[src/design/csm_pkg.sv]
// Shared types and constants for the compose sequence matcher.
// Used by the controller, the datapath and the top level; depends on nothing.
package csm_pkg;

  localparam int unsigned KeyW       = 29;
  localparam int unsigned RuleKeys   = 4;
  localparam int unsigned KeyIdxW    = $clog2(RuleKeys);
  localparam int unsigned LenW       = 3;
  localparam int unsigned CharW      = 8;
  localparam int unsigned CntW       = 3;
  localparam int unsigned SeqCmpW    = 4;
  localparam int unsigned MaxSeq     = 4;
  localparam int unsigned StoreLimit = (MaxSeq < RuleKeys) ? MaxSeq : RuleKeys;

  localparam logic [KeyW-1:0] KeyShiftLeft  = 29'h0000FFE1;
  localparam logic [KeyW-1:0] KeyShiftRight = 29'h0000FFE2;

  typedef logic [KeyW-1:0] key_t;

  typedef struct packed {
    logic             operation;
    key_t             key_sym;
    logic [LenW-1:0]  rule_length;
    key_t             rule_key_first;
    key_t             rule_key_second;
    key_t             rule_key_third;
    key_t             rule_key_fourth;
    key_t             rule_output;
  } item_t;

  typedef struct packed {
    logic             pass_through;
    logic             fired;
    logic [CharW-1:0] out_char;
    logic             rejected;
  } result_t;

  typedef struct packed {
    key_t [RuleKeys-1:0] keys;
    logic [LenW-1:0]     len;
    logic [CharW-1:0]    out_char;
  } rule_entry_t;

  typedef struct packed {
    logic capture;
    logic write_rule;
    logic scan_rd;
    logic finish;
  } ctrl_cmd_t;

  typedef struct packed {
    logic op_add;
    logic is_shift;
    logic skip_scan;
    logic scan_last;
  } dp_status_t;

  typedef enum logic [4:0] {
    StIdle     = 5'b00001,
    StDispatch = 5'b00010,
    StScan     = 5'b00100,
    StDrain    = 5'b01000,
    StFinish   = 5'b10000
  } state_e;

endpackage

[src/design/csm_ctrl.sv]
// Controller state machine for the compose sequence matcher.
// Depends on csm_pkg for the state, command and status types.
module csm_ctrl (
  input  logic                  clk_i,
  input  logic                  rst_ni,
  input  logic                  start_i,
  input  csm_pkg::dp_status_t   status_i,
  output csm_pkg::ctrl_cmd_t    cmd_o,
  output logic                  busy_o
);

  csm_pkg::state_e state_q, state_d;

  always_comb begin
    state_d = state_q;
    cmd_o   = '0;
    case (state_q)
      csm_pkg::StIdle: begin
        if (start_i) begin
          cmd_o.capture = 1'b1;
          state_d       = csm_pkg::StDispatch;
        end
      end
      csm_pkg::StDispatch: begin
        if (status_i.op_add) begin
          cmd_o.write_rule = 1'b1;
          cmd_o.finish     = 1'b1;
          state_d          = csm_pkg::StIdle;
        end else if (status_i.is_shift || status_i.skip_scan) begin
          cmd_o.finish = 1'b1;
          state_d      = csm_pkg::StIdle;
        end else begin
          state_d = csm_pkg::StScan;
        end
      end
      csm_pkg::StScan: begin
        cmd_o.scan_rd = 1'b1;
        if (status_i.scan_last) begin
          state_d = csm_pkg::StDrain;
        end
      end
      // The last rule read is evaluated here.
      csm_pkg::StDrain: begin
        state_d = csm_pkg::StFinish;
      end
      csm_pkg::StFinish: begin
        cmd_o.finish = 1'b1;
        state_d      = csm_pkg::StIdle;
      end
      default: begin
        state_d = csm_pkg::StIdle;
      end
    endcase
  end

  always_ff @(posedge clk_i or negedge rst_ni) begin
    if (!rst_ni) begin
      state_q <= csm_pkg::StIdle;
    end else begin
      state_q <= state_d;
    end
  end

  assign busy_o = (state_q != csm_pkg::StIdle);

endmodule

[config.mk]
export PLATFORM = sky130hd
export DESIGN_NAME = csm_ctrl
export DESIGN_NICKNAME = d
export VERILOG_FILES = /design/src/design/csm_pkg.sv /design/src/design/csm_ctrl.sv
export SDC_FILE = /design/constraint.sdc
export NUM_CORES = 1
export LEC_CHECK = 0
export BUFFER_PORTS_ARGS = -buffer_cell sky130_fd_sc_hd__clkbuf_2
export CAP_MARGIN = 10
export CORE_AREA = 5 5 42 44
export CTS_CLUSTER_SIZE = 8
export DETAILED_ROUTE_END_ITERATION = 16
export DIE_AREA = 0 0 47 49
export GPL_TIMING_DRIVEN = 0
export HOLD_SLACK_MARGIN = 0.06
export SLEW_MARGIN = 20
export SYNTH_ARGS = -nofsm -noshare
export SYNTH_HDL_FRONTEND = slang
export SYNTH_SLANG_ARGS = --single-unit
[constraint.sdc]
create_clock -name clk_i -period 3.83 [get_ports clk_i]
set_clock_uncertainty 0.1 [all_clocks]
set_input_delay 0.1915 -clock clk_i [delete_from_list [all_inputs] [get_ports clk_i]]
set_output_delay 0.1915 -clock clk_i [all_outputs]
set_load 0.05 [all_outputs]
==> results of run 1 <==
[routing by layer]
metal	part of all wire, %	routed length, um	up-vias
met5	0	0	-
met4	1.2	9	0
met3	8.4	65	2
met2	51	392	11
met1	39	304	145
li1	-	-	152
[report_power, final]
| group | internal [mW] | switching (mW) | leakage, nW |
|---|---|---|---|
| sequential | 0.0653 | 0.00870 | 0.0653 |
| combinational | 0.0462 | 0.0885 | 0.133 |
| clock | 0.0396 | 0.0244 | 0.0150 |
| total | 0.151 | 0.122 | 0.213 |
[synthesized netlist by cell type]
cell type  instances
a2111oi_0          1
a21oi_1            2
a221o_1            1
and2_1             1
and3_1             2
and3b_2            1
buf_4              1
buf_6              1
dfrtp_1            4
dfstp_2            1
inv_1              1
nand2b_1           1
nand3_1            1
nand3b_1           1
nand4b_1           1
nor2_1             7
nor3b_1            1
nor4_1             2
nor4b_4            1
or3_1              1
xor2_1             1
[area by class of cell]
| cell class | instances | area [um2] |
|---|---|---|
| fillers | 150 | 971 |
| repair buffers | 12 | 65.1 |
| well taps | 16 | 20.0 |
| clock buffers | 4 | 26.3 |
| multi-input cells | 25 | 170 |
| flip-flops and latches | 5 | 126 |
| plain buffers | 2 | 18.8 |
| inverters | 1 | 3.75 |
[logic make-up after synthesis]
family	after synthesis	share of synthesized area (%)
flops	5	39.6
buf+inv	3	7.06
compound gates	4	9.02
simple gates	20	41.6
xor+xnor	1	2.75
[worst max-delay path: stages, from the launching register on]
cell	delay, ns
dfrtp_1	0.45
nand2b_1	0.17
a2111oi_0	0.45
clkbuf_2	0.36
[worst max-delay path by stage]
stage	startpoint	slack, ns	endpoint	cells after the start
floorplan	state_q[1]	0.49	cmd_o[0]	2
global placement	state_q[1]	2.17	cmd_o[0]	3
detailed placement	state_q[1]	2.16	cmd_o[0]	3
CTS	state_q[1]	1.86	cmd_o[0]	3
global route	state_q[1]	1.68	cmd_o[0]	3
finish	state_q[1]	1.86	cmd_o[0]	3
==> qor.csv, run 1 <==
stage;metric;value;unit
global_route;met1 Usage GRT;10.1;%
worst_hold_path;min-delay worst type;in -> reg;
power;Static Leak;0.213;nW
global_route;pin count of the biggest net entering global routing;9;
clocking;CTS tree;yes;
clocking;Clk Tree Root Cell;clkbuf_4;
setup_path;Reg2Reg Capture Point;state_q[0];
logic_synthesis;Area contributors post-synth;dfrtp_1 (31%), dfstp_2 (8.2%), nor2_1 (8.2%), nor4b_4 (7.5%), and3_1 (3.9%);
placement;GPL Wtd Cong;0.713;
sta;fmax;509;MHz
worst_hold_path;hold depth;2;
logic_synthesis;Synth Area per Inst;9.67;um2
layout;final instance area;430;um2
logic_synthesis;Synth area leader;dfrtp_1;
global_route;GR peak layer;met2;
floorplanning;number of cell rows;14;
global_route;initial antenna violation count;0;
global_route;remaining global-route overflow;0;
setup_path;Worst setup SP type;flip-flop;
floorplanning;Ports;12;
global_route;first-pass GRT wire length;1.35;mm
layout;most common cell after layout, fill and taps aside;clkbuf_2;
logic_synthesis;synthesized cell area;319;um2
clocking;Clk pin slew, worst setup/hold paths;0.05;ns
sta;Slew Limit Fails;0;
setup_path;Max FO, Critical Path;8;
route;routed len/inst;11.9;um
setup_path;worst r2r src;state_q[2];
sta;final setup fails;0;
worst_hold_path;Endpoint, Worst Hold;state_q[3];
route;final WL;772;um
setup_path;Worst EP arrival;1.67;ns
layout;max reg flops;5;
layout;layout cells sized above 1;38.8;%
setup_path;critical path required time;3.54;ns
run;max-cap check violation count;0;
route;antenna viol nets, final;0;
logic_synthesis;Unique masters post-synth;21;
layout;fin cells;65;
floorplanning;Initial Utilization;22.8;%
route;via-per-instance ratio;4.77;
sta;Worst slew margin;71.8;%
layout;biggest regs;state_q (5);
clocking;CTS Buf Count;3;
sta;final period utilization;51.3;%
sta;Final Hold Fails;0;
setup_path;cell depth of the worst flop-to-flop path;4;
logic_synthesis;top cell type's share of synthesized area;31.4;%
logic_synthesis;Seq/Total Area, Yosys;39.6;%
floorplanning;die height;49;um
global_route;met2 Usage GRT;11.5;%
clocking;clock sink count;5;
logic_synthesis;Syn. warnings;0;
worst_hold_path;hold path start;status_i[0];
sta;Final Worst Setup Slack;1.86;ns
logic_synthesis;Net Count, Synth;40;
floorplanning;die span in x;47;um
route;via count;310;
layout;fin util;30.7;%
power;final total power;273;uW
route;DRT iter0 DRCs;2;
outcome;outcome;completed;
clocking;hold_buf cts;1;
power;VDD IR-drop max;0.296;mV
layout;area delta synth->final;34.9;%
setup_path;Crit Path Class;reg -> out;
route;drc violations;0;
layout;nets;57;
clocking;Resize count post-CTS;0;
layout;diode count;0;
setup_path;setup slack, reg-to-reg;2.46;ns
clocking;htree depth;1;
layout;leading cell types in the layout, fill and taps excluded;clkbuf_2 (11), nor2_1 (7), dfrtp_1 (4), clkbuf_4 (3);
sta;Fin Setup TNS;0;ns
layout;Most flops, register;state_q;
clocking;CTS max path bufs;2;
floorplanning;die area;2300;um2
sta;worst-margin pin slew;0.412;ns
clocking;Setup Fix Bufs, Post-CTS;0;
placement;placed instance count;60;
sta;WHS;0.0770;ns
clocking;Clock Latency Late Sink;0.25;ns
placement;dpl hpwl;539;um
logic_synthesis;Synth Register Bits;5;
global_route;Total Routing Usage GR;8.15;%
route;first-pass iteration count of the detailed router;4;
sta;fin crit period;1.97;ns
sta;unrepaired setup endpoints after global routing;false;
placement;number of port buffers;11;
placement;worst slack, placed;2.16;ns
setup_path;Critical Path Sink Type;primary output;
placement;area post-placement;394;um2
power;pwr dens;634;nW/um2
floorplanning;Core Box Area;1400;um2
global_route;GR Util met3;4.80;%
global_route;vias in the first global route;301;
logic_synthesis;gate count of the mapped netlist;33;
No activity file was read; power rests on OpenSTA's default activity.
==> inputs of run 2 (changes only) <==
==> constraint.sdc (replaced) <==
create_clock -name clk_i -period 1.76 [get_ports clk_i]
set_clock_uncertainty 0.1 [all_clocks]
set_input_delay 0.088 -clock clk_i [delete_from_list [all_inputs] [get_ports clk_i]]
set_output_delay 0.088 -clock clk_i [all_outputs]
set_load 0.05 [all_outputs]
==> run 2 against run 1 <==
Sequential power rose by 120%; critical path depth rose by 1; cell count rose by 3.1%; flip-flop and latch count did not move.
==> qor.csv, run 2 (synthesis gave the netlist of run 1 again) <==
stage;metric;value;unit;change
setup_path;Worst EP arrival;1.48;ns;-0.19 ns
global_route;GR Util met3;5.54;%;+0.74 points
sta;final setup fails;0;;unchanged
setup_path;Worst setup SP type;flip-flop;;
sta;final period utilization;95.0;%;
sta;Final Worst Setup Slack;0.0882;ns;-1.78 ns
floorplanning;die area;2300;um2;unchanged
power;Logic pwr share;53.7;%;+4.3 points
power;sequential fraction of design power;25.6;%;-1.5 points
route;final WL;733;um;-5.1%
setup_path;Critical Path Sink Type;primary output;;
layout;nets;59;;+3.5%
setup_path;critical path required time;1.57;ns;-1.97 ns
global_route;remaining global-route overflow;0;;unchanged
global_route;met1 Usage GRT;11.1;%;+1.0 points
power;switching power;277;uW;+130%
power;Clk network pwr share;20.7;%;-2.8 points
power;Static Leak;0.229;nW;+7.6%
floorplanning;number of cell rows;14;;unchanged
setup_path;crit-path max cell delay;0.35;ns;-0.10 ns
power;final total power;630;uW;+130%
setup_path;CP max-delay cell;dfrtp_1;;
outcome;outcome;completed;;
layout;diode count;0;;unchanged
layout;biggest regs;state_q (5);;
placement;GPL Wtd Cong;0.754;;+5.8%
layout;fill count;159;;+6.0%
clocking;Setup Fix Bufs, Post-CTS;0;;unchanged
power;Int Pwr;353;uW;+130%
setup_path;CP Launch Point;state_q[2];;
run;max-cap check violation count;0;;unchanged
layout;Most flops, register;state_q;;
worst_hold_path;min-delay worst type;in -> async;;
clocking;clock sink count;5;;unchanged
global_route;pin count of the biggest net entering global routing;9;;unchanged
floorplanning;Ports;12;;unchanged
sta;WHS;0.0978;ns;+0.0208 ns
route;first-pass iteration count of the detailed router;2;;-2
layout;most common cell after layout, fill and taps aside;clkbuf_2;;
route;antenna viol nets, final;0;;unchanged
floorplanning;Core Box Area;1400;um2;unchanged
setup_path;Cell Chain, Critical Path;buf_4 -> nor4b_4 -> and3b_2 -> clkbuf_4;;
setup_path;Crit Path Class;reg -> out;;
floorplanning;Initial Utilization;22.8;%;unchanged
clocking;CTS max path bufs;2;;unchanged
setup_path;worst r2r src;state_q[2];;
placement;worst slack, placed;0.267;ns;-1.89 ns
layout;fin util;35.0;%;+4.3 points
global_route;initial antenna violation count;0;;unchanged
placement;dpl hpwl;571;um;+6.0%
sta;Worst slew margin;76.9;%;+5.1 points
setup_path;Max FO, Critical Path;8;;unchanged
global_route;vias in the first global route;355;;+18%
sta;Fin Setup TNS;0;ns;unchanged
route;DRT iter0 DRCs;2;;unchanged
floorplanning;die height;49;um;unchanged
clocking;CTS tree;yes;;
placement;placed instance count;60;;unchanged
clocking;CTS Buf Count;3;;unchanged
layout;fin cells;67;;+3.1%
power;VDD IR-drop max;0.728;mV;+150%
sta;worst-margin pin slew;0.346;ns;-0.0661 ns
power;Switching Share;43.9;%;-0.67 points
global_route;GR peak layer;met2;;
route;via count;306;;-1.3%
route;routed len/inst;10.9;um;-7.9%
route;via-per-instance ratio;4.57;;-4.2%
sta;Final Hold Fails;0;;unchanged
layout;layout cells sized above 1;43.1;%;+4.4 points
layout;final instance area;490;um2;+14%
clocking;htree depth;1;;unchanged
route;drc violations;0;;unchanged
sta;Slew Limit Fails;0;;unchanged
sta;fmax;598;MHz;
sta;fin crit period;1.67;ns;
layout;max reg flops;5;;unchanged
global_route;met2 Usage GRT;13.3;%;+1.8 points
clocking;Clk Tree Root Cell;clkbuf_4;;
global_route;Total Routing Usage GR;8.98;%;+0.83 points
power;pwr dens;1280;nW/um2;+100%
sta;unrepaired setup endpoints after global routing;false;;
clocking;Clock Latency Late Sink;0.24;ns;about the same
floorplanning;die span in x;47;um;unchanged
clocking;Clk pin slew, worst setup/hold paths;0.04;ns;about the same
layout;leading cell types in the layout, fill and taps excluded;clkbuf_2 (9), nor2_1 (6), clkbuf_4 (4), dfrtp_1 (4), dlygate4sd3_1 (3);;
placement;number of port buffers;11;;unchanged
layout;area delta synth->final;53.7;%;
placement;area post-placement;425;um2;+7.9%
global_route;first-pass GRT wire length;1.52;mm;+12%
-- run 2: changes by cell type in the layout (fill, tap and decap cells not counted), sizes merged --
cell,change
dlygate4sd3,+2
clkbuf,-1
buf,+1
-- run 2: final timing paths --
| kind | cells past startpoint | to | slack, ns |
|---|---|---|---|
| worst max-delay path | 4 | cmd_o[2] | 0.09 |
| worst min-delay path | 2 | state_q[2] | 0.1 |
| worst max register to register | 4 | state_q[0] | 0.38 |
| worst min register to register | 1 | state_q[2] | 0.45 |
| max in group asynchronous | 2 | state_q[0] | 1.25 |
| min in group clk_i | 4 | state_q[2] | 0.11 |
-- run 2: power groups by stage --
stage | logic [mW] | registers, mW | clock network (mW)
after detailed placement | 0.329 | 0.163 | 0
after floorplan | 0.272 | 0.158 | 0
after global routing | 0.364 | 0.167 | 0.152
after global placement | 0.326 | 0.162 | 0
final | 0.338 | 0.161 | 0.131
after CTS | 0.336 | 0.161 | 0.135
-- run 2: area by class of cell --
class | instances | area (um2) | share of cell area, %
Multi-Input combinational cell | 25 | 201 | 41.1
Sequential cell | 5 | 126 | 25.8
Timing Repair Buffer | 14 | 93.8 | 19.1
Clock buffer | 4 | 26.3 | 5.36
Tap cell | 16 | 20.0 | 4.08
Buffer | 2 | 18.8 | 3.83
Inverter | 1 | 3.75 | 0.765
-- run 2: layer usage --
| metal | part of all wire [%] | vias up |
|---|---|---|
| li1 | - | 157 |
| met1 | 43 | 138 |
| met2 | 47 | 11 |
| met3 | 9.3 | 0 |
| met4 | 0 | 0 |
| met5 | 0 | - |
-- run 2: what timing repair did --
item	4_1_cts	5_1_grt
endpoints found under the setup margin	0	2
endpoints found under the hold margin	7	0
gates resized for setup	0	6
hold buffers	3	0
-- run 2: critical path: cells and delay by family, from the launching register on --
family        cells  cell delay [ns]
buf+inv           2             0.39
simple gates      2             0.51
flops             1             0.35
